--- config.mk ---
export PLATFORM = sky130hd
export DESIGN_NAME = row_peak_line_tracker
export DESIGN_NICKNAME = d
export VERILOG_FILES = /design/src/hw/rtl/rplt_pkg.sv /design/src/hw/rtl/rplt_front.sv /design/src/hw/rtl/rplt_queue.sv /design/src/hw/rtl/rplt_back.sv /design/src/hw/rtl/row_peak_line_tracker.sv
export SDC_FILE = /design/constraint.sdc
export NUM_CORES = 1
export LEC_CHECK = 0
export BUFFER_PORTS_ARGS = -buffer_cell sky130_fd_sc_hd__clkbuf_2
export CAP_MARGIN = 15
export CORE_MARGIN = 3
export CORE_UTILIZATION = 32
export CTS_CLUSTER_SIZE = 40
export DETAILED_ROUTE_END_ITERATION = 6
export GPL_TIMING_DRIVEN = 0
export SETUP_SLACK_MARGIN = 0.2
export SKIP_LAST_GASP = 1
export SLEW_MARGIN = 0
export SYNTH_ARGS = -nofsm -noshare
export SYNTH_HDL_FRONTEND = slang
export SYNTH_HIERARCHICAL = 1
export SYNTH_SLANG_ARGS = --single-unit
--- constraint.sdc ---
create_clock -name clk -period 7.7 [get_ports clk]
set_clock_uncertainty 0.05 [all_clocks]
set_input_delay 1.54 -clock clk [delete_from_list [all_inputs] [get_ports clk]]
set_output_delay 1.54 -clock clk [all_outputs]
set_load 0.02 [all_outputs]
--- src/hw/rtl/rplt_pkg.sv ---
// rplt_pkg: shared types and constants for the row peak line tracker.
// Beat structs, configuration, queue record and the result sequencer states.
// No dependencies.
package rplt_pkg;

    localparam int MAX_WIDTH  = 1024;
    localparam int MAX_HEIGHT = 1024;
    localparam int PIXEL_BITS = 8;

    localparam int COL_BITS   = $clog2(MAX_WIDTH);
    localparam int ROW_BITS   = $clog2(MAX_HEIGHT);
    localparam int QDEPTH     = 4;
    localparam int QPTR_BITS  = $clog2(QDEPTH);
    localparam int CFG_IDX_BITS = 3;

    // register indexes of the configuration port
    localparam logic [CFG_IDX_BITS-1:0] CFG_IMAGE_WIDTH  = 3'd0;
    localparam logic [CFG_IDX_BITS-1:0] CFG_IMAGE_HEIGHT = 3'd1;
    localparam logic [CFG_IDX_BITS-1:0] CFG_GRAD_THRESH  = 3'd2;
    localparam logic [CFG_IDX_BITS-1:0] CFG_MAX_ROW_GAP  = 3'd3;
    localparam logic [CFG_IDX_BITS-1:0] CFG_MAX_COL_GAP  = 3'd4;

    localparam logic [10:0] RST_IMAGE_WIDTH  = 11'd640;
    localparam logic [10:0] RST_IMAGE_HEIGHT = 11'd480;
    localparam logic [7:0]  RST_GRAD_THRESH  = 8'd25;
    localparam logic [9:0]  RST_MAX_ROW_GAP  = 10'd50;
    localparam logic [9:0]  RST_MAX_COL_GAP  = 10'd80;

    typedef struct packed {
        logic [PIXEL_BITS-1:0] pixel_value;
        logic                  row_end;
        logic                  frame_end;
    } pixel_t;

    typedef struct packed {
        logic [9:0]  point_x;
        logic [10:0] point_y;
        logic        is_fallback;
        logic [10:0] point_total;
        logic        frame_last;
    } point_t;

    typedef struct packed {
        logic [10:0] image_width;
        logic [10:0] image_height;
        logic [7:0]  gradient_threshold;
        logic [9:0]  max_row_gap;
        logic [9:0]  max_col_gap;
    } cfg_t;

    // one accepted pixel's worth of results: an optional line point,
    // an optional fallback pair, and the frame-end mark
    typedef struct packed {
        logic        pt_vld;
        logic [9:0]  pt_x;
        logic [10:0] pt_y;
        logic [10:0] total;
        logic        fb_vld;
        logic [9:0]  fb_x;
        logic [10:0] fb_y;
        logic        last;
    } rec_t;

    typedef struct packed {
        logic empty;
        logic full;
    } qstat_t;

    typedef enum logic [1:0] {
        SEL_POINT,
        SEL_FB_LOW,
        SEL_FB_HIGH
    } sel_t;

endpackage

--- src/hw/rtl/rplt_front.sv ---
// rplt_front: per-pixel row peak search, row close and frame end handling.
// Pushes one record per pixel beat that causes results. Uses rplt_pkg.
module rplt_front
(
    input  logic            clk,
    input  logic            rst_n,
    input  rplt_pkg::cfg_t  cfg,
    input  logic            restart,
    input  logic [10:0]     restart_height,
    input  logic            pix_valid,
    input  rplt_pkg::pixel_t pix,
    input  rplt_pkg::qstat_t q_stat,
    output logic            pix_ready,
    output logic            push,
    output rplt_pkg::rec_t  rec
);

    localparam logic [rplt_pkg::COL_BITS-1:0] COL_LAST =
        rplt_pkg::COL_BITS'(rplt_pkg::MAX_WIDTH - 1);

    logic [rplt_pkg::COL_BITS-1:0]   col_reg, col_next;
    logic [rplt_pkg::ROW_BITS-1:0]   row_reg, row_next;
    logic [rplt_pkg::PIXEL_BITS-1:0] best_v_reg, best_v_next;
    logic [rplt_pkg::COL_BITS-1:0]   best_c_reg, best_c_next;
    logic [9:0]  prev_x_reg, prev_x_next;
    logic [10:0] prev_y_reg, prev_y_next;
    logic [10:0] acc_reg, acc_next;
    logic        stop_reg, stop_next;

    logic        accept, close, row_live, in_win, take, far, emit_pt, fallback;
    logic [10:0] h_src;
    logic [10:0] clamp_h;
    logic [rplt_pkg::ROW_BITS-1:0] row_start;
    logic [10:0] win_hi, gap;
    logic [9:0]  win_lo;
    logic [rplt_pkg::PIXEL_BITS-1:0] cand_v;
    logic [rplt_pkg::COL_BITS-1:0]   cand_c;
    logic [10:0] acc_new;

    assign pix_ready = !q_stat.full;
    assign accept    = pix_valid && pix_ready;
    assign close     = pix.row_end || pix.frame_end;

    // a height write restarts from the height being written
    assign h_src = restart ? restart_height : cfg.image_height;

    always_comb
    begin
        if (h_src < 11'd4)
            clamp_h = 11'd4;
        else if (h_src > 11'(rplt_pkg::MAX_HEIGHT))
            clamp_h = 11'(rplt_pkg::MAX_HEIGHT);
        else
            clamp_h = h_src;
    end
    assign row_start = rplt_pkg::ROW_BITS'(clamp_h - 11'd2);

    // column window: [max(1, prev-gap), prev+gap] once a point exists,
    // never past width-2
    assign win_hi = {1'b0, prev_x_reg} + {1'b0, cfg.max_col_gap};
    assign win_lo = (prev_x_reg > cfg.max_col_gap) ? (prev_x_reg - cfg.max_col_gap) : 10'd1;

    always_comb
    begin
        in_win = ({1'b0, col_reg} + 11'd2) <= cfg.image_width;
        if (acc_reg != 11'd0)
        begin
            if ({1'b0, col_reg} > win_hi)
                in_win = 1'b0;
            if (col_reg < win_lo)
                in_win = 1'b0;
        end
        else if (col_reg == '0)
        begin
            in_win = 1'b0;
        end
    end

    assign row_live = !stop_reg && (row_reg >= rplt_pkg::ROW_BITS'(2));
    assign take     = row_live && in_win && (pix.pixel_value > best_v_reg);
    assign cand_v   = take ? pix.pixel_value : best_v_reg;
    assign cand_c   = take ? col_reg : best_c_reg;

    assign gap = (prev_y_reg >= {1'b0, row_reg}) ? (prev_y_reg - {1'b0, row_reg})
                                                 : ({1'b0, row_reg} - prev_y_reg);
    assign far      = (acc_reg != 11'd0) && (gap > {1'b0, cfg.max_row_gap});
    assign emit_pt  = close && row_live && !far && (cand_v > cfg.gradient_threshold);
    assign acc_new  = (emit_pt && (acc_reg < clamp_h)) ? (acc_reg + 11'd1) : acc_reg;
    assign fallback = pix.frame_end && (acc_new < 11'd2);
    assign push     = accept && (emit_pt || fallback);

    always_comb
    begin
        rec.pt_vld = emit_pt;
        rec.pt_x   = 10'(cand_c);
        rec.pt_y   = {1'b0, row_reg} - 11'd1;
        rec.total  = acc_new;
        rec.fb_vld = fallback;
        rec.fb_x   = cfg.image_width[10:1];
        rec.fb_y   = cfg.image_height;
        rec.last   = pix.frame_end;
    end

    always_comb
    begin
        col_next    = col_reg;
        row_next    = row_reg;
        best_v_next = best_v_reg;
        best_c_next = best_c_reg;
        prev_x_next = prev_x_reg;
        prev_y_next = prev_y_reg;
        acc_next    = acc_reg;
        stop_next   = stop_reg;
        if (restart || (accept && pix.frame_end))
        begin
            col_next    = '0;
            row_next    = row_start;
            best_v_next = '0;
            best_c_next = '0;
            prev_x_next = '0;
            prev_y_next = '0;
            acc_next    = '0;
            stop_next   = 1'b0;
        end
        else if (accept)
        begin
            if (close)
            begin
                if (close && row_live && far)
                    stop_next = 1'b1;
                if (emit_pt)
                begin
                    prev_x_next = 10'(cand_c);
                    prev_y_next = {1'b0, row_reg} - 11'd1;
                end
                acc_next    = acc_new;
                best_v_next = '0;
                best_c_next = '0;
                col_next    = '0;
                if (row_reg != '0)
                    row_next = row_reg - rplt_pkg::ROW_BITS'(1);
            end
            else
            begin
                best_v_next = cand_v;
                best_c_next = cand_c;
                if (col_reg < COL_LAST)
                    col_next = col_reg + rplt_pkg::COL_BITS'(1);
            end
        end
    end

    always_ff @(posedge clk or negedge rst_n)
    begin
        if (!rst_n)
        begin
            col_reg    <= '0;
            row_reg    <= rplt_pkg::ROW_BITS'(rplt_pkg::RST_IMAGE_HEIGHT - 11'd2);
            best_v_reg <= '0;
            best_c_reg <= '0;
            prev_x_reg <= '0;
            prev_y_reg <= '0;
            acc_reg    <= '0;
            stop_reg   <= 1'b0;
        end
        else
        begin
            col_reg    <= col_next;
            row_reg    <= row_next;
            best_v_reg <= best_v_next;
            best_c_reg <= best_c_next;
            prev_x_reg <= prev_x_next;
            prev_y_reg <= prev_y_next;
            acc_reg    <= acc_next;
            stop_reg   <= stop_next;
        end
    end

endmodule

--- src/hw/rtl/rplt_queue.sv ---
// rplt_queue: short record FIFO between the search front and the result back.
// Uses rplt_pkg for the record type and depth.
module rplt_queue
(
    input  logic             clk,
    input  logic             rst_n,
    input  logic             push,
    input  rplt_pkg::rec_t   wr_rec,
    input  logic             pop,
    output rplt_pkg::rec_t   head,
    output rplt_pkg::qstat_t stat
);

    localparam logic [rplt_pkg::QPTR_BITS:0] DEPTH = (rplt_pkg::QPTR_BITS+1)'(rplt_pkg::QDEPTH);

    rplt_pkg::rec_t                 mem_reg [rplt_pkg::QDEPTH];
    logic [rplt_pkg::QPTR_BITS-1:0] wr_ptr_reg, wr_ptr_next;
    logic [rplt_pkg::QPTR_BITS-1:0] rd_ptr_reg, rd_ptr_next;
    logic [rplt_pkg::QPTR_BITS:0]   cnt_reg, cnt_next;
    logic                           do_push, do_pop;

    assign stat.empty = (cnt_reg == '0);
    assign stat.full  = (cnt_reg == DEPTH);
    assign do_push    = push && !stat.full;
    assign do_pop     = pop && !stat.empty;
    assign head       = mem_reg[rd_ptr_reg];

    always_comb
    begin
        wr_ptr_next = do_push ? wr_ptr_reg + rplt_pkg::QPTR_BITS'(1) : wr_ptr_reg;
        rd_ptr_next = do_pop ? rd_ptr_reg + rplt_pkg::QPTR_BITS'(1) : rd_ptr_reg;
        cnt_next    = cnt_reg;
        if (do_push && !do_pop)
            cnt_next = cnt_reg + (rplt_pkg::QPTR_BITS+1)'(1);
        else if (do_pop && !do_push)
            cnt_next = cnt_reg - (rplt_pkg::QPTR_BITS+1)'(1);
    end

    always_ff @(posedge clk)
    begin
        if (do_push)
            mem_reg[wr_ptr_reg] <= wr_rec;
    end

    always_ff @(posedge clk or negedge rst_n)
    begin
        if (!rst_n)
        begin
            wr_ptr_reg <= '0;
            rd_ptr_reg <= '0;
            cnt_reg    <= '0;
        end
        else
        begin
            wr_ptr_reg <= wr_ptr_next;
            rd_ptr_reg <= rd_ptr_next;
            cnt_reg    <= cnt_next;
        end
    end

endmodule

--- src/hw/rtl/rplt_back.sv ---
// rplt_back: expands queued records into result beats, one per cycle
// unless point_ready stalls, via a registered output. Uses rplt_pkg.
module rplt_back
(
    input  logic             clk,
    input  logic             rst_n,
    input  rplt_pkg::rec_t   head,
    input  rplt_pkg::qstat_t q_stat,
    output logic             pop,
    output logic             point_valid,
    input  logic             point_ready,
    output rplt_pkg::point_t point
);

    rplt_pkg::sel_t   sel_reg, sel_next, eff_sel;
    rplt_pkg::point_t out_reg, out_next;
    logic             out_vld_reg, out_vld_next;
    logic             load;

    assign load    = !q_stat.empty && (!out_vld_reg || point_ready);
    assign eff_sel = ((sel_reg == rplt_pkg::SEL_POINT) && !head.pt_vld)
                     ? rplt_pkg::SEL_FB_LOW : sel_reg;

    // next state
    always_comb
    begin
        sel_next = sel_reg;
        if (load)
        begin
            case (eff_sel)
                rplt_pkg::SEL_POINT:   sel_next = head.fb_vld ? rplt_pkg::SEL_FB_LOW
                                                              : rplt_pkg::SEL_POINT;
                rplt_pkg::SEL_FB_LOW:  sel_next = rplt_pkg::SEL_FB_HIGH;
                rplt_pkg::SEL_FB_HIGH: sel_next = rplt_pkg::SEL_POINT;
                default:               sel_next = rplt_pkg::SEL_POINT;
            endcase
        end
    end

    // outputs
    always_comb
    begin
        out_next.point_total = head.total;
        case (eff_sel)
            rplt_pkg::SEL_POINT:
            begin
                out_next.point_x     = head.pt_x;
                out_next.point_y     = head.pt_y;
                out_next.is_fallback = 1'b0;
                out_next.frame_last  = head.last && !head.fb_vld;
                pop                  = load && !head.fb_vld;
            end
            rplt_pkg::SEL_FB_LOW:
            begin
                out_next.point_x     = head.fb_x;
                out_next.point_y     = '0;
                out_next.is_fallback = 1'b1;
                out_next.frame_last  = 1'b0;
                pop                  = 1'b0;
            end
            rplt_pkg::SEL_FB_HIGH:
            begin
                out_next.point_x     = head.fb_x;
                out_next.point_y     = head.fb_y;
                out_next.is_fallback = 1'b1;
                out_next.frame_last  = head.last;
                pop                  = load;
            end
            default:
            begin
                out_next.point_x     = head.pt_x;
                out_next.point_y     = head.pt_y;
                out_next.is_fallback = 1'b0;
                out_next.frame_last  = 1'b0;
                pop                  = 1'b0;
            end
        endcase
        if (load)
            out_vld_next = 1'b1;
        else if (point_ready)
            out_vld_next = 1'b0;
        else
            out_vld_next = out_vld_reg;
    end

    always_ff @(posedge clk)
    begin
        if (load)
            out_reg <= out_next;
    end

    always_ff @(posedge clk or negedge rst_n)
    begin
        if (!rst_n)
        begin
            sel_reg     <= rplt_pkg::SEL_POINT;
            out_vld_reg <= 1'b0;
        end
        else
        begin
            sel_reg     <= sel_next;
            out_vld_reg <= out_vld_next;
        end
    end

    assign point_valid = out_vld_reg;
    assign point       = out_reg;

endmodule

--- src/hw/rtl/row_peak_line_tracker.sv ---
// row_peak_line_tracker: top level, configuration registers and assertions.
// Instantiates rplt_front, rplt_queue and rplt_back; uses rplt_pkg.
//
// Gradient pixels stream in one beat per clock, row by row, starting at row
// image_height-2. For each row the front finds the first strict maximum in a
// column window around the previous line point and, at row end, emits the
// point (x, row-1) if the maximum beats gradient_threshold; a row gap above
// max_row_gap stops the search for the rest of the frame. At frame end with
// fewer than two points, a fallback pair (width/2, 0), (width/2, height)
// follows; frame_last marks the last result beat of the frame-end pixel.
// Throughput: one pixel beat per clock while pixel_ready is high, set by the
// combinational compare and window test in the front. A frame end with a
// point and a fallback pair yields three result beats; a four-record queue
// between front and back absorbs them, and pixel_ready drops only while
// the queue is full. The start row uses image_height clamped to 4..1024.
// cfg_ready is always high; configuration writes must be issued only while
// the block is idle. Writing image_height restarts the frame, other writes
// take effect at once.
module row_peak_line_tracker
(
    input  logic                               clk,
    input  logic                               rst_n,
    input  logic                               pixel_valid,
    output logic                               pixel_ready,
    input  rplt_pkg::pixel_t                   pixel,
    output logic                               point_valid,
    input  logic                               point_ready,
    output rplt_pkg::point_t                   point,
    input  logic                               cfg_valid,
    output logic                               cfg_ready,
    input  logic [rplt_pkg::CFG_IDX_BITS-1:0]  cfg_index,
    input  logic [10:0]                        cfg_data
);

    rplt_pkg::cfg_t   cfg_reg, cfg_next;
    logic             cfg_wr, restart;
    logic             push, pop;
    rplt_pkg::rec_t   wr_rec, head;
    rplt_pkg::qstat_t q_stat;

    assign cfg_ready = 1'b1;
    assign cfg_wr    = cfg_valid && cfg_ready;
    assign restart   = cfg_wr && (cfg_index == rplt_pkg::CFG_IMAGE_HEIGHT);

    always_comb
    begin
        cfg_next = cfg_reg;
        if (cfg_wr)
        begin
            case (cfg_index)
                rplt_pkg::CFG_IMAGE_WIDTH:  cfg_next.image_width        = cfg_data;
                rplt_pkg::CFG_IMAGE_HEIGHT: cfg_next.image_height       = cfg_data;
                rplt_pkg::CFG_GRAD_THRESH:  cfg_next.gradient_threshold = cfg_data[7:0];
                rplt_pkg::CFG_MAX_ROW_GAP:  cfg_next.max_row_gap        = cfg_data[9:0];
                rplt_pkg::CFG_MAX_COL_GAP:  cfg_next.max_col_gap        = cfg_data[9:0];
                default:                    cfg_next = cfg_reg;
            endcase
        end
    end

    always_ff @(posedge clk or negedge rst_n)
    begin
        if (!rst_n)
        begin
            cfg_reg.image_width        <= rplt_pkg::RST_IMAGE_WIDTH;
            cfg_reg.image_height       <= rplt_pkg::RST_IMAGE_HEIGHT;
            cfg_reg.gradient_threshold <= rplt_pkg::RST_GRAD_THRESH;
            cfg_reg.max_row_gap        <= rplt_pkg::RST_MAX_ROW_GAP;
            cfg_reg.max_col_gap        <= rplt_pkg::RST_MAX_COL_GAP;
        end
        else
        begin
            cfg_reg <= cfg_next;
        end
    end

    // front: search and classify each pixel beat
    rplt_front u_front
    (
        .clk            (clk),
        .rst_n          (rst_n),
        .cfg            (cfg_reg),
        .restart        (restart),
        .restart_height (cfg_data),
        .pix_valid      (pixel_valid),
        .pix            (pixel),
        .q_stat         (q_stat),
        .pix_ready      (pixel_ready),
        .push           (push),
        .rec            (wr_rec)
    );

    rplt_queue u_queue
    (
        .clk    (clk),
        .rst_n  (rst_n),
        .push   (push),
        .wr_rec (wr_rec),
        .pop    (pop),
        .head   (head),
        .stat   (q_stat)
    );

    // back: result beats out of the queued records, one per cycle unless stalled
    rplt_back u_back
    (
        .clk         (clk),
        .rst_n       (rst_n),
        .head        (head),
        .q_stat      (q_stat),
        .pop         (pop),
        .point_valid (point_valid),
        .point_ready (point_ready),
        .point       (point)
    );

    // a fallback beat only occurs with fewer than two accepted points
    a_fallback_total: assert property (@(posedge clk) disable iff (!rst_n)
        point_valid && point.is_fallback |-> point.point_total < 11'd2)
        else $error("fallback beat with two or more accepted points");

    // a line point always counts itself
    a_point_counted: assert property (@(posedge clk) disable iff (!rst_n)
        point_valid && !point.is_fallback |-> point.point_total != 11'd0)
        else $error("line point with zero point total");

    // queue status is consistent
    a_queue_state: assert property (@(posedge clk) disable iff (!rst_n)
        !(q_stat.empty && q_stat.full))
        else $error("queue reports empty and full together");

    // a push never lands on a full queue
    a_no_overflow: assert property (@(posedge clk) disable iff (!rst_n)
        push |-> !q_stat.full)
        else $error("record pushed into full queue");

endmodule
Yosys cells after proc, flatten, opt, wreduce, memory -nomap -nowiden
Memory sizes are Yosys's and may differ from the RTL's.
Cells that the tools add are included.
{"block": "word_totals", "ff_bits": 165, "ram_bits": 224, "input_bits": 29, "out_inout_bits": 37, "word_cells": 172, "memories": 1}
{"block": "classes", "add_sub_neg": 14, "magnitude_cmp": 14, "eq_ne": 7, "muxes": 53, "n_reduce_logical": 60}
{"memory": "u_queue.mem_reg", "depth": 4, "width": 56, "read_ports": 1, "rd_clocked_by_memory_dff": 0, "wr": 1, "line": "rplt_queue.sv:16", "rtl": "rplt_pkg::rec_t mem_reg [rplt_pkg::QDEPTH];"}
{"operator": "10-bit two-way mux", "count": 17}
{"operator": "11-bit two-way mux", "count": 12}
{"operator": "22-bit case mux with 2 select lines", "count": 1}
{"operator": "8-bit two-way mux", "count": 4}
{"operator": "1-bit logical AND", "count": 22}
{"operator": "8-bit > comparator", "count": 2}
{"operator": "2-bit AND reduction", "count": 7}
{"operator": "2-bit nonzero test", "count": 7}
{"operator": "1-bit two-way mux", "count": 13}
{"operator": "10-bit by 10-bit adder with 11-bit output", "count": 1}
{"operator": "10-bit by 2-bit adder with 11-bit output (second input constant)", "count": 1}
{"operator": "11-bit by 1-bit adder with 11-bit output (second input constant)", "count": 1}
{"operator": "11-bit by 10-bit >= comparator with 1-bit output", "count": 1}
{"operator": "10-bit by 11-bit > comparator with 1-bit output", "count": 1}
{"operator": "11-bit by 10-bit > comparator with 1-bit output", "count": 1}
{"operator": "11-bit > comparator (second input constant)", "count": 1}
{"operator": "11-bit <= comparator", "count": 1}
{"operator": "11-bit < comparator", "count": 1}
{"operator": "11-bit by 2-bit < comparator with 1-bit output (second input constant)", "count": 1}
{"operator": "11-bit by 3-bit < comparator with 1-bit output (second input constant)", "count": 1}
{"operator": "11-bit nonzero test", "count": 1}
{"operator": "10-bit by 1-bit subtractor with 11-bit output (second input constant)", "count": 1}
{"operator": "10-bit by 11-bit subtractor with 11-bit output", "count": 1}
{"operator": "11-bit by 10-bit subtractor with 11-bit output", "count": 1}
{"operator": "28 further kinds", "count": 48}

Longest topological paths before layout
Gate-level depths: netlist of the first run.
{"block": "logic_depth", "depth_word": 21, "mapped_depth": 43, "ltp_nobuf": 41}

Hierarchy
The synthesis of the first run kept the hierarchy.
{"module": "rplt_queue", "n_inst": 1, "cells_per_inst": 329, "area_per_inst_um2": 8524.4, "seq_area_each_um2": 6901.6}
{"module": "rplt_front", "n_inst": 1, "cells_per_inst": 927, "area_per_inst_um2": 7768.7, "seq_area_each_um2": 1785.5}
{"module": "row_peak_line_tracker", "n_inst": 1, "cells_per_inst": 112, "area_per_inst_um2": 2118.3, "seq_area_each_um2": 1268.7}
{"module": "rplt_back", "n_inst": 1, "cells_per_inst": 106, "area_per_inst_um2": 1615.3, "seq_area_each_um2": 1096.1}

Least setup slack after synthesis of the first run
No wires, ideal clock.
{"block": "synth_timing", "path_type": "register to register", "start": "register u_front.prev_x_reg[0]", "end": "memory u_queue/mem_reg[0][0] (netlist name), enable pin", "setup_ns": 0.420, "arrival_ns": 7.958, "required_time_ns": 7.230, "setup_slack_ns": -0.727, "stages_incl_launch_ff": 38, "n_path_buf": 3, "synth_period_minus_slack_ns": 8.427, "path_cell_list": "dfrtp_1 -> inv_1 -> ha_1 -> inv_1 -> fa_1 -> a21o_1 -> a21oi_1 -> o21ai_0 -> a2111o_1 -> a311oi_1 -> nor2_1 -> nand3b_1 -> ha_1 -> a21o_1 -> a21oi_1 -> nor2b_1 -> o21ai_0 -> nand2b_1 -> (+2 left out) -> a2111o_1 -> clkbuf_1 -> mux2_2 -> ha_1 -> nor2b_1 -> o211ai_1 -> a21oi_1 -> o31ai_1 -> a211o_1 -> inv_1 -> o21ai_1 -> buf_2 -> mux2i_1 -> a2111oi_0 -> a22o_1 -> nor2b_1 -> buf_2 -> and2_1"}
{"block": "synth_via", "elab_chain_cells": 19, "elab_cells_between_ends": 23, "classes_between": "2 x add/sub; 5 x order compare; 8 x mux; 8 x reduce/logical"}
{"item": "start: declaration", "line": "rplt_front.sv:25", "rtl": "logic [9:0] prev_x_reg, prev_x_next;"}
{"item": "start signal: assignment", "line": "rplt_front.sv:172", "rtl": "prev_x_reg <= prev_x_next;"}
{"item": "10-bit by 10-bit adder with 11-bit output, or another cell as far along", "line": "rplt_front.sv:60", "rtl": "assign win_hi = {1'b0, prev_x_reg} + {1'b0, cfg.max_col_gap};"}
{"item": "10-bit by 11-bit > comparator with 1-bit output / 10-bit two-way mux (equally long branches)", "line": "rplt_front.sv:68, rplt_front.sv:61"}
{"item": "1-bit two-way mux / 10-bit < comparator (equally long branches)", "line": "rplt_front.sv:68, rplt_front.sv:70"}
{"item": "1-bit two-way mux *", "line": "rplt_front.sv:70", "rtl": "if (col_reg < win_lo)"}
{"item": "1-bit two-way mux *", "line": "rplt_front.sv:66", "rtl": "if (acc_reg != 11'd0)"}
{"item": "1-bit logical AND * (2 in a row)", "line": "rplt_front.sv:80", "rtl": "assign take = row_live && in_win && (pix.pixel_value > best_v_reg);"}
{"item": "8-bit two-way mux *", "line": "rplt_front.sv:81", "rtl": "assign cand_v = take ? pix.pixel_value : best_v_reg;"}
{"item": "8-bit > comparator *", "line": "rplt_front.sv:87", "rtl": "assign emit_pt = close && row_live && !far && (cand_v > cfg.gradient_threshold);"}
{"item": "(+4 left out)"}
{"item": "1-bit logical AND", "line": "rplt_front.sv:89", "rtl": "assign fallback = pix.frame_end && (acc_new < 11'd2);"}
{"item": "1-bit logical OR *", "line": "rplt_front.sv:90", "rtl": "assign push = accept && (emit_pt || fallback);"}
{"item": "1-bit logical AND *", "line": "rplt_front.sv:90"}
{"item": "net push", "line": "row_peak_line_tracker.sv:37", "rtl": "logic push, pop;"}
{"item": "1-bit logical AND *", "line": "rplt_queue.sv:24", "rtl": "assign do_push = push && !stat.full;"}
{"item": "net u_queue.do_push", "line": "rplt_queue.sv:20", "rtl": "logic do_push, do_pop;"}
{"item": "1-bit two-way mux *", "line": "rplt_queue.sv:41", "rtl": "if (do_push)"}
{"item": "1-bit two-way mux (not written as such) *", "line": "rplt_queue.sv:42", "rtl": "mem_reg[wr_ptr_reg] <= wr_rec;"}
{"item": "end: declaration", "line": "rplt_queue.sv:16"}
The timed path passes the listed nets; every way through them passes the cells marked *.

Final worst setup path of the first run
{"block": "layout_timing", "start": "register u_front.prev_x_reg[0]", "end": "register u_queue/cnt_reg[2] (netlist name)"}
{"block": "layout_via", "elab_chain_cells": 20, "elab_cells_between_ends": 26, "classes_between": "2 x add/sub; 5 x order compare; 7 x mux; 12 x reduce/logical"}
{"item": "10-bit by 10-bit adder with 11-bit output, or another cell as far along", "line": "rplt_front.sv:60"}
{"item": "10-bit by 11-bit > comparator with 1-bit output / 10-bit two-way mux (equally long branches)", "line": "rplt_front.sv:68, rplt_front.sv:61"}
{"item": "1-bit two-way mux / 10-bit < comparator (equally long branches)", "line": "rplt_front.sv:68, rplt_front.sv:70"}
{"item": "1-bit two-way mux *", "line": "rplt_front.sv:70"}
{"item": "1-bit two-way mux *", "line": "rplt_front.sv:66"}
{"item": "1-bit logical AND * (2 in a row)", "line": "rplt_front.sv:80"}
{"item": "8-bit two-way mux *", "line": "rplt_front.sv:81"}
{"item": "8-bit > comparator *", "line": "rplt_front.sv:87"}
{"item": "(+5 left out)"}
{"item": "1-bit logical OR *", "line": "rplt_front.sv:90"}
{"item": "1-bit logical AND *", "line": "rplt_front.sv:90"}
{"item": "net push", "line": "row_peak_line_tracker.sv:37"}
{"item": "1-bit logical AND *", "line": "rplt_queue.sv:24"}
{"item": "net u_queue.do_push", "line": "rplt_queue.sv:20"}
{"item": "1-bit zero test", "line": "rplt_queue.sv:35", "rtl": "else if (do_pop && !do_push)"}
{"item": "1-bit logical AND", "line": "rplt_queue.sv:35"}
{"item": "2-bit nonzero test (no source line)"}
{"item": "end signal: assignment", "line": "rplt_queue.sv:57", "rtl": "cnt_reg <= cnt_next;"}
{"item": "end: declaration", "line": "rplt_queue.sv:19", "rtl": "logic [rplt_pkg::QPTR_BITS:0] cnt_reg, cnt_next;"}
Marked as above.
A chain may end at the register's enable or synchronous reset.

==> key figures, run 1 <==
Routing
  • Routed via count: 12800
  • First-pass DRT Iterations: 5
  • WL/cell: roughly 20 um
  • Vias/cell: 5.05
  • DRT iter0 DRCs: 868
  • Post-DRT Antenna Nets: 0
  • DRC Markers: 0
  • Final WL: 51.9 mm

Critical path
  • Crit path to: u_queue/cnt_reg[2]
  • CP max stage cell: a2111o_1
  • Reg2reg start: u_front/prev_x_reg[0]
  • Max incr delay on CP: 0.51 ns
  • Worst Setup SP: u_front/prev_x_reg[0]
  • CP top delay family: compound AO/OA/AOI/OAI gates
  • Crit path max fanout: 5
  • Worst Path Required: 8.10 ns
  • Crit Path Class: flip-flop to flip-flop
  • Startpoint types: flip-flop
  • WP data arrival: between 8 and 9 ns
  • FF-to-FF End: u_queue/cnt_reg[2]
  • Crit path top cell by count: ha_4
  • Cells on worst reg2reg path: 43
  • CP Buf/Inv Count: 10
  • CP Capture Type: flip-flop
  • Instance count on the critical path: 43
  • R2r setup slk: -0.33 ns

Yosys
  • Mapped Nets: 1627
  • Library cells used by synthesis: 85
  • Mapped Area: between 0.02 and 0.025 mm2
  • Syn_area_per_cell: 13.6 um2
  • Sequential area share after synthesis: 0.552
  • Post-synth EDFFs: 258
  • Mapped Cells: roughly 1500
  • FF+latch count, synth: 389
  • Synth warnings: 6
  • Top_reg_cell synth: edfxtp_1
  • Async SR Flop Fraction: 0.337

GRT
  • First-pass GRT wire length: 79.6 mm
  • Vias in the first global route: between 10000 and 15000
  • Overall routing resource usage: 0.156
  • Grt ovf: 0
  • Initial antenna violation count: 3
  • Largest net degree at the start of global routing: 90

Status
  • Failing checks: setup timing
  • Status: finished, violations left

Final layout
  • Commonest non-fill, non-tap cell in the layout: edfxtp_1
  • Share of layout cells above drive strength 1: 0.303
  • Max reg flops: 224
  • Final Util: 0.394
  • Design area: 0.0244 mm2
  • Nets: ~1800
  • Final cell count without fillers: 2542
  • Layout fillers: 5731
  • Commonest cells after routing, fill and taps aside: edfxtp_1 (258), dfrtp_1 (109), inv_1 (107)
  • Layout area overhead: 21.6%
  • Diode count: 0

Die
  • Die ar.: 0.0656 mm2
  • Core Area: 0.0618 mm2
  • IO Pins: 66
  • Initial core utilization: 0.324
  • DIE HEIGHT: roughly 260 um
  • Rows: 91
  • Die width: 256 um

Power
  • Total power: ~9.6 mW
  • PwrDens: 393 mW/mm2
  • P_leak: 9.65 nW
  • Worst vdd rail ir drop: 238 uV

CTS
  • TritonCTS clock tree: done
  • Clock insertion delay at the later pin of the skew report: 0.58 ns
  • CTS root buf: clkbuf_16
  • Clk slew on worst S/H paths: 0.06 ns
  • Num CTS Buffers: 44
  • Clk sinks: 389
  • CTS max path bufs: 3
  • H-tree levels: 2

Placed design
  • RD Place Congestion: 0.880
  • Placed Area: 0.0215 mm2
  • Placed Instances: approximately 2400
  • Dpl hpwl: 33.2 mm
  • Number of port buffers: between 60 and 70

Timing
  • Tightest Pin Transition: 0.941 ns
  • Min Tclk post-route: 8.03 ns
  • Final period util: 1.04
  • Setup slack after layout: -0.325 ns
  • Relative slew slack: 0.368
  • Max-slew violation count: 0
  • Final Hold Fails: 0
  • Min Hold Slack: 0.433 ns
  • Maximum clock rate: 0.125 GHz
  • RSZ-0062 raised after global routing: true
  • Final setup fails: 227

Hold path
  • HP Class: flip-flop to flip-flop

Job
  • Max-Cap Viols: 0
==> logic make-up after synthesis <==
| group | count (synthesis) | share of synthesized area |
|---|---|---|
| compound gates | 241 | 0.0828 |
| xor+xnor | 66 | 0.0289 |
| fa+ha+maj | 124 | 0.0793 |
| buf+inv | 202 | 0.0505 |
| flops | 389 | 0.552 |
| mux | 160 | 0.129 |
| other cells | 1 | 0.000187 |
| simple gates | 291 | 0.0772 |
==> layer usage <==
metal,share of wire,global-route usage,wire length (um)
met2,0.47,0.258,24400
met3,0.050,0.0258,2590
met5,0.00050,0,26
met1,0.46,0.215,23900
met4,0.020,0.0380,1020
==> power by group <==
part / switching, mW / leakage (nW) / internal (mW)
logic: 2.34 / 4.85 / 1.87
clock network: 0.878 / 0.762 / 1.34
registers: 0.241 / 4.03 / 2.89
==> final cells by class <==
| type | count | area (um2) | area share |
|---|---|---|---|
| clock buffers | 53 | 1190 | 0.0487 |
| clock inverters | 29 | 363 | 0.0149 |
| well taps | 837 | 1050 | 0.0430 |
| flip-flops and latches | 389 | 11100 | 0.454 |
| repair buffers | 128 | 1040 | 0.0427 |
| multi-input cells | 904 | 8630 | 0.354 |
| inverters | 112 | 423 | 0.0174 |
| plain buffers | 90 | 612 | 0.0251 |
==> worst reg2reg max path, delay by kind of cell (launching register included) <==
family | cells | cell delay, ns
flops | 1 | 0.39
buf+inv | 10 | 1.13
simple gates | 7 | 0.76
xor+xnor | 2 | 0.30
fa+ha+maj | 6 | 1.35
mux | 2 | 0.66
compound gates | 16 | 3.29
==> what timing repair did <==
| action | in CTS | in global routing |
|---|---|---|
| cloned | 18 | 5 |
| buffers inserted | 45 | 13 |
| pin swaps | 38 | 26 |
| gates resized for setup | 81 | 46 |
| hold buffers | 0 | 0 |
| setup endpoints to repair | 277 | 263 |
| endpoints found under the hold margin | 0 | 0 |
==> worst min-delay path by stage <==
stage | cells past startpoint | slack, ns | end | from
floorplan | 1 | 0.40 | u_queue/cnt_reg[2] | u_queue/cnt_reg[2]
finish | 1 | 0.43 | u_queue/cnt_reg[2] | u_queue/cnt_reg[2]
detailed placement | 1 | 0.43 | u_front/best_c_reg[6] | u_front/best_c_reg[6]
global route | 1 | 0.46 | u_front/best_c_reg[3] | u_front/best_c_reg[3]
global placement | 1 | 0.41 | u_queue/cnt_reg[2] | u_queue/cnt_reg[2]
CTS | 1 | 0.44 | u_queue/cnt_reg[2] | u_queue/cnt_reg[2]
==> Yosys cell counts, types with 7 or more instances <==
cell      number  area, um2
a21oi_1       70        350
nand3b_1       7       52.6
nor4_1        13       81.3
o21ai_0       46        230
mux2_1        11        124
dfrtp_1      110       2750
or3_1          7       43.8
nand4_1       21        131
buf_2         15       75.1
nand3_1       33        165
clkbuf_1      32        120
nor2_1        56        210
inv_1        112        420
buf_4         28        210
a31oi_1        7       43.8
mux2_4        46        691
nand2_1       71        267
edfxtp_1     258       7750
mux2i_1       13        130
a21o_1        10       75.1
mux2_2        34        383
dfstp_2       21        552
nand2b_1       7       43.8
ha_1         119       1490
buf_6          7       78.8
xnor2_1       41        359
xor2_1        25        219
a22o_1        43        377
nor3_1        22        110
mux4_2        56       1260
nor2b_1       11       68.8
a221oi_1      11       96.3
==> through the flow <==
step	TNS [ns]	worst slack, ns
final	-40.56	-0.325
after global routing	-101.97	-0.662
after floorplan	0	0.214
after global placement	-316.19	-1.40
after detailed placement	-316.46	-1.40
after CTS	-65.87	-0.442
Power figures use the tool's default switching activity.
==> inputs of run 2 (changes only) <==
- CORE_UTILIZATION: 32 -> 45
==> run 2 against run 1 <==
Compared with the run above:
- the run still ends with setup timing left
- first-iteration DRC count rose by 9.8%
- sequential cell count stayed put
- routed wire length is 3.0% lower
- largest power group unchanged
==> key figures, run 2 (synthesized netlist as in run 1, its figures left out) <==
CTS
  • TritonCTS clock tree: done (unchanged)
  • Clk slew on worst S/H paths: 0.06 ns (about the same)
  • CTS root buf: clkbuf_16 (unchanged)
  • Clock insertion delay at the later pin of the skew report: 0.56 ns (was 0.58 ns)
  • H-tree levels: 2 (unchanged)
  • Clk sinks: 389 (unchanged)
  • Num CTS Buffers: 43 (was 44)
  • CTS max path bufs: 3 (unchanged)

Critical path
  • Crit Path Class: flip-flop to flip-flop (unchanged)
  • Max incr delay on CP: 0.50 ns (was 0.51 ns)
  • Cells on worst reg2reg path: 42 (was 43)
  • Reg2reg start: u_front/prev_x_reg[0] (unchanged)
  • WP data arrival: 8.21 ns (was 8.43 ns)
  • R2r setup slk: -0.32 ns (was -0.33 ns)
  • CP Capture Type: flip-flop (unchanged)
  • Worst Path Required: 7.89 ns (was 8.10 ns)
  • CP max stage cell: a2111o_1 (unchanged)
  • Crit path max fanout: 14 (was 5)
  • Startpoint types: flip-flop (unchanged)
  • FF-to-FF End: u_queue/mem_reg[3][42] (was u_queue/cnt_reg[2])

Timing
  • Maximum clock rate: 0.125 GHz (about the same)
  • RSZ-0062 raised after global routing: true (unchanged)
  • Setup TNS: -64.25 ns (was -40.56 ns)
  • Max-slew violation count: 0 (unchanged)
  • Setup slack after layout: -0.320 ns (was -0.325 ns)
  • Final Hold Fails: 0 (unchanged)
  • Final period util: 1.04 (about the same)
  • Relative slew slack: 0.408 (was 0.368)
  • Final setup fails: 231 (was 227)
  • Tightest Pin Transition: 0.888 ns (was 0.941 ns)
  • Min Tclk post-route: 8.02 ns (was 8.03 ns)

Hold path
  • Worst Hold Launch: cfg_reg[13] (was u_queue/cnt_reg[2])
  • Destination of the worst hold path: cfg_reg[13] (was u_queue/cnt_reg[2])
  • Hold Crit Depth: 1 (unchanged)
  • HP Class: flip-flop to flip-flop (unchanged)

Routing
  • Final WL: 50.4 mm (was 51.9 mm)
  • WL/cell: 22.1 um (was 20.4 um)
  • DRC Markers: 0 (unchanged)
  • Vias/cell: 5.61 (was 5.05)
  • First-pass DRT Iterations: 5 (unchanged)
  • Post-DRT Antenna Nets: 0 (unchanged)
  • DRT iter0 DRCs: 953 (was 868)
  • Routed via count: 12800 (about the same)

Final layout
  • Commonest cells after routing, fill and taps aside: edfxtp_1 (258), dfrtp_1 (108), ha_1 (108) (was edfxtp_1 (258), dfrtp_1 (109), inv_1 (107))
  • Nets: 1812 (was 1822)
  • Final Util: 0.544 (was 0.394)
  • Diode count: 0 (unchanged)
  • Max reg flops: 224 (unchanged)
  • Layout area overhead: 18.2% (was 21.6%)
  • Share of layout cells above drive strength 1: 0.291 (was 0.303)
  • Commonest non-fill, non-tap cell in the layout: edfxtp_1 (unchanged)
  • Final cell count without fillers: 2277 (was 2542)

Status
  • Failing checks: setup timing (unchanged)
  • Status: finished, violations left (unchanged)

Die
  • Core Area: 0.0436 mm2 (was 0.0618 mm2)
  • Die ar.: 0.0471 mm2 (was 0.0656 mm2)
  • Rows: 76 (was 91)
  • Die width: 217 um (was 256 um)
  • DIE HEIGHT: 217 um (was 256 um)
  • IO Pins: 66 (unchanged)
  • Initial core utilization: 0.460 (was 0.324)

Placed design
  • Number of port buffers: 63 (unchanged)
  • Dpl hpwl: 31.8 mm (was 33.2 mm)
  • Setup WS pre-CTS: -1.19 ns (was -1.40 ns)
  • RD Place Congestion: 0.897 (was 0.880)
  • Placed Instances: 2124 (was 2378)

GRT
  • Initial antenna violation count: 0 (was 3)
  • Vias in the first global route: 13000 (was 13200)
  • Grt ovf: 0 (unchanged)
  • First-pass GRT wire length: 76.8 mm (was 79.6 mm)
  • Overall routing resource usage: 0.212 (was 0.156)
  • Largest net degree at the start of global routing: 88 (was 90)

Job
  • Max-Cap Viols: 0 (unchanged)

Power
  • Worst vdd rail ir drop: 281 uV (was 238 uV)
  • PwrDens: 393 mW/mm2 (about the same)
  • Total power: 9.30 mW (was 9.57 mW)
  • P_leak: 9.50 nW (was 9.65 nW)
run 2: cell count changes in the layout (fill, tap and decap cells not counted), sizes merged:
cell	previous run	this run
and2	27	29
inv	113	115
clkinv	21	12
bufinv	7	3
clkbuf	149	160
buf	122	106
clkinvlp	0	1
run 2: layer usage:
layer  track usage  share of wire  up-vias
met4        0.0631          0.031        0
met3        0.0283          0.051       79
met2         0.345           0.47      339
li1              -              -     5896
met1         0.298           0.45     6451
met5             0              0        -
run 2: report_power, final:
part	internal (mW)	leakage [nW]	switching, mW
Clock	1.18	0.676	0.829
Sequential	2.89	4.03	0.236
Combinational	1.85	4.79	2.30
run 2: layout make-up:
class                   count  area [um2]
multi-input cells         906        8570
clock buffers              59        1190
flip-flops and latches    389       11100
clock inverters            19         196
well taps                 585         732
plain buffers              90         612
inverters                 112         423
fillers                  3699       19900
repair buffers            117         900
run 2: worst max-delay path: cells and delay by family, from the launching register on:
kind,cells,cell delay [ns]
adders and majority gates,4,0.86
and+or+nand+nor,9,1.32
buffers and inverters,10,1.23
DFF,1,0.40
muxes,1,0.31
AOI/OAI and AO/OA,18,3.51
run 2: worst max path at each step:
| stage | from | end | slack, ns | depth (start not counted) |
|---|---|---|---|---|
| after floorplan | u_front/prev_x_reg[0] | u_queue/cnt_reg[2] | 0.21 | 41 |
| after global placement | cfg_reg[0] | u_queue/mem_reg[1][47] | -1.10 | 36 |
| after detailed placement | cfg_reg[0] | u_queue/mem_reg[1][46] | -1.19 | 36 |
| after CTS | u_front/prev_x_reg[0] | u_queue/cnt_reg[2] | -0.28 | 43 |
| after global routing | u_front/prev_x_reg[0] | u_queue/cnt_reg[2] | -0.61 | 44 |
| final | u_front/prev_x_reg[0] | u_queue/mem_reg[3][42] | -0.32 | 42 |
run 2: what timing repair did:
item                                    CTS  global route
pin swaps                                36            26
cloned                                   19             9
buffers inserted                         32            13
endpoints found under the setup margin  243           278
resized for setup                        87            33
hold buffers                              0             0
run 2: stage by stage:
stage | hold slack (ns) | area [um2]
6_report | 0.438 | 23700
3_5_place_dp | 0.431 | 21200
4_1_cts | 0.446 | 23300
3_3_place_gp | 0.419 | 21100
5_1_grt | 0.469 | 23700
2_1_floorplan | 0.395 | 20100
==> inputs of run 3 (changes only) <==
- CELL_PAD_IN_SITES_DETAIL_PLACEMENT: not set -> 1
- CELL_PAD_IN_SITES_GLOBAL_PLACEMENT: not set -> 1
- PLACE_DENSITY_LB_ADDON: not set -> 0.1
==> run 3 against run 2 <==
Compared with the run above:
- the flow still finishes with violations (setup timing)
- via count grew 3.1%
- non-clock buffer count grew 16
- sequential share of layout area shrank 0.64 points
- power grew 2.9%
- utilization grew 0.75 points
- sequential power is essentially flat
- combinational power grew 5%
- fmax shrank 0.67%
- register-to-register slack lost 0.05 ns
- global-route usage grew 2.9 points
- final cell count grew 0.75%
- largest power group unchanged
- highest routed layer is now met5
==> key figures, run 3 (synthesized netlist as in run 1, its figures left out) <==
Timing
  • Tightest Pin Transition: 1.20 ns (was 0.888 ns)
  • Min Hold Slack: 0.447 ns (was 0.438 ns)
  • Min Tclk post-route: 8.07 ns (was 8.02 ns)
  • Setup slack after layout: -0.374 ns (was -0.320 ns)
  • Final period util: 1.05 (was 1.04)
  • RSZ-0062 raised after global routing: true (unchanged)
  • Final setup fails: 228 (was 231)
  • Final Hold Fails: 0 (unchanged)
  • Maximum clock rate: 0.124 GHz (was 0.125 GHz)
  • Relative slew slack: 0.196 (was 0.408)
  • Max-slew violation count: 0 (unchanged)

Routing
  • WL/cell: 25.0 um (was 22.1 um)
  • Routed via count: 13200 (was 12800)
  • Vias/cell: 5.74 (was 5.61)
  • DRC Markers: 0 (unchanged)
  • First-pass DRT Iterations: 5 (unchanged)
  • DRT iter0 DRCs: 993 (was 953)
  • Final WL: 57.3 mm (was 50.4 mm)
  • Post-DRT Antenna Nets: 0 (unchanged)

Critical path
  • Crit Path Class: flip-flop to flip-flop (unchanged)
  • WP data arrival: 8.31 ns (was 8.21 ns)
  • Crit path max fanout: 6 (was 14)
  • Instance count on the critical path: 44 (was 42)
  • Worst Path Required: 7.94 ns (was 7.89 ns)
  • CP max stage cell: a2111o_1 (unchanged)
  • Cells on worst reg2reg path: 44 (was 42)
  • Startpoint types: flip-flop (unchanged)
  • Max incr delay on CP: 0.50 ns (about the same)
  • Reg2reg start: u_front/prev_x_reg[0] (unchanged)
  • Worst Setup SP: u_front/prev_x_reg[0] (unchanged)
  • R2r setup slk: -0.37 ns (was -0.32 ns)
  • Crit path to: u_queue/mem_reg[2][14] (was u_queue/mem_reg[3][42])
  • CP Buf/Inv Count: 12 (was 10)
  • CP top delay family: compound AO/OA/AOI/OAI gates (unchanged)
  • FF-to-FF End: u_queue/mem_reg[2][14] (was u_queue/mem_reg[3][42])
  • CP Capture Type: flip-flop (unchanged)

CTS
  • H-tree levels: 2 (unchanged)
  • CTS max path bufs: 3 (unchanged)
  • CTS root buf: clkbuf_16 (unchanged)
  • TritonCTS clock tree: done (unchanged)
  • Clk sinks: 389 (unchanged)
  • Clk slew on worst S/H paths: 0.06 ns (about the same)
  • Clock insertion delay at the later pin of the skew report: 0.57 ns (was 0.56 ns)
  • Num CTS Buffers: 43 (unchanged)

Final layout
  • Final cell count without fillers: 2294 (was 2277)
  • Diode count: 0 (unchanged)
  • Layout fillers: 4339 (was 3699)
  • Share of layout cells above drive strength 1: 0.297 (was 0.291)
  • Commonest non-fill, non-tap cell in the layout: edfxtp_1 (unchanged)
  • Area of the multi-input gates: 0.00855 mm2 (was 0.00857 mm2)
  • Max reg flops: 224 (unchanged)
  • Design area: 0.0240 mm2 (was 0.0237 mm2)
  • Layout area overhead: 19.8% (was 18.2%)
  • Nets: 1827 (was 1812)
  • Commonest cells after routing, fill and taps aside: edfxtp_1 (258), dfrtp_1 (108), inv_1 (107), ha_1 (107), nand2_1 (70) (was edfxtp_1 (258), dfrtp_1 (108), ha_1 (108))
  • Register area: 0.0111 mm2 (unchanged)
  • Final Util: 0.551 (was 0.544)

Placed design
  • RD Place Congestion: 0.848 (was 0.897)
  • Dpl hpwl: 35.9 mm (was 31.8 mm)
  • Placed Instances: 2125 (was 2124)
  • Number of port buffers: 63 (unchanged)
  • Placed Area: 0.0212 mm2 (about the same)

Job
  • Max-Cap Viols: 0 (unchanged)

Die
  • DIE HEIGHT: 217 um (unchanged)
  • Die ar.: 0.0471 mm2 (unchanged)
  • Rows: 76 (unchanged)
  • Core Area: 0.0436 mm2 (unchanged)
  • Initial core utilization: 0.460 (unchanged)
  • Die width: 217 um (unchanged)
  • IO Pins: 66 (unchanged)

Power
  • Worst vdd rail ir drop: 346 uV (was 281 uV)
  • PwrDens: 398 mW/mm2 (was 393 mW/mm2)
  • Total power: 9.56 mW (was 9.30 mW)
  • P_leak: 9.62 nW (was 9.50 nW)

Hold path
  • HP Class: flip-flop to flip-flop (unchanged)

GRT
  • Grt ovf: 0 (unchanged)
  • Largest net degree at the start of global routing: 95 (was 88)
  • Vias in the first global route: 13900 (was 13000)
  • Overall routing resource usage: 0.241 (was 0.212)
  • Initial antenna violation count: 2 (was 0)
  • First-pass GRT wire length: 85.7 mm (was 76.8 mm)

Status
  • Failing checks: setup timing (unchanged)
  • Status: finished, violations left (unchanged)
[run 3: cell count changes in the layout (fill, tap and decap cells not counted), sizes merged]
cell      before  now
inv          115  114
and2          29   28
clkinvlp       1    5
clkinv        12   15
buf          106  127
bufinv         3    5
clkbuf       160  149
[run 3: worst min path at each step]
stage / end / from / cells past startpoint
finish: u_front/best_c_reg[7] / u_front/best_c_reg[7] / 1
global route: cfg_reg[17] / cfg_reg[17] / 1
CTS: u_queue/cnt_reg[2] / u_queue/cnt_reg[2] / 1
detailed placement: u_front/best_c_reg[7] / u_front/best_c_reg[7] / 1
global placement: u_queue/cnt_reg[2] / u_queue/cnt_reg[2] / 1
floorplan: u_queue/cnt_reg[2] / u_queue/cnt_reg[2] / 1
[run 3: timing repair]
| item | in CTS | in global routing |
|---|---|---|
| setup endpoints to repair | 252 | 272 |
| hold buffers | 0 | 0 |
| pin swaps | 28 | 22 |
| gates cloned | 22 | 4 |
| setup buffers | 46 | 17 |
| gates resized for setup | 96 | 30 |
[run 3: per-layer routing]
layer  share of wire  vias to the layer above  GRT usage
li1                -                     5903          -
met2            0.48                      360      0.400
met1            0.43                     6796      0.327
met5         0.00047                        -          0
met3           0.050                      101     0.0350
met4           0.037                        4     0.0826
[run 3: per-stage QoR]
| stage | setup TNS [ns] | setup slack [ns] |
|---|---|---|
| after floorplan | 0 | 0.214 |
| after global placement | -253.34 | -1.14 |
| after detailed placement | -270.05 | -1.21 |
| after CTS | -49.06 | -0.367 |
| after global routing | -127.91 | -0.789 |
| final | -46.35 | -0.374 |
[run 3: power breakdown]
| group | total (mW) | leakage [nW] | switching, mW | internal, mW |
|---|---|---|---|---|
| clock | 2.07 | 0.675 | 0.865 | 1.21 |
| sequential | 3.14 | 4.03 | 0.251 | 2.89 |
| combinational | 4.35 | 4.92 | 2.41 | 1.93 |
| total | 9.56 | 9.62 | 3.53 | 6.03 |
[run 3: cell type report]
type                    count  area share
plain buffers              90      0.0255
clock buffers              53      0.0464
clock inverters            27      0.0128
inverters                 112      0.0176
multi-input cells         905       0.356
flip-flops and latches    389       0.461
well taps                 585      0.0305
repair buffers            133      0.0503
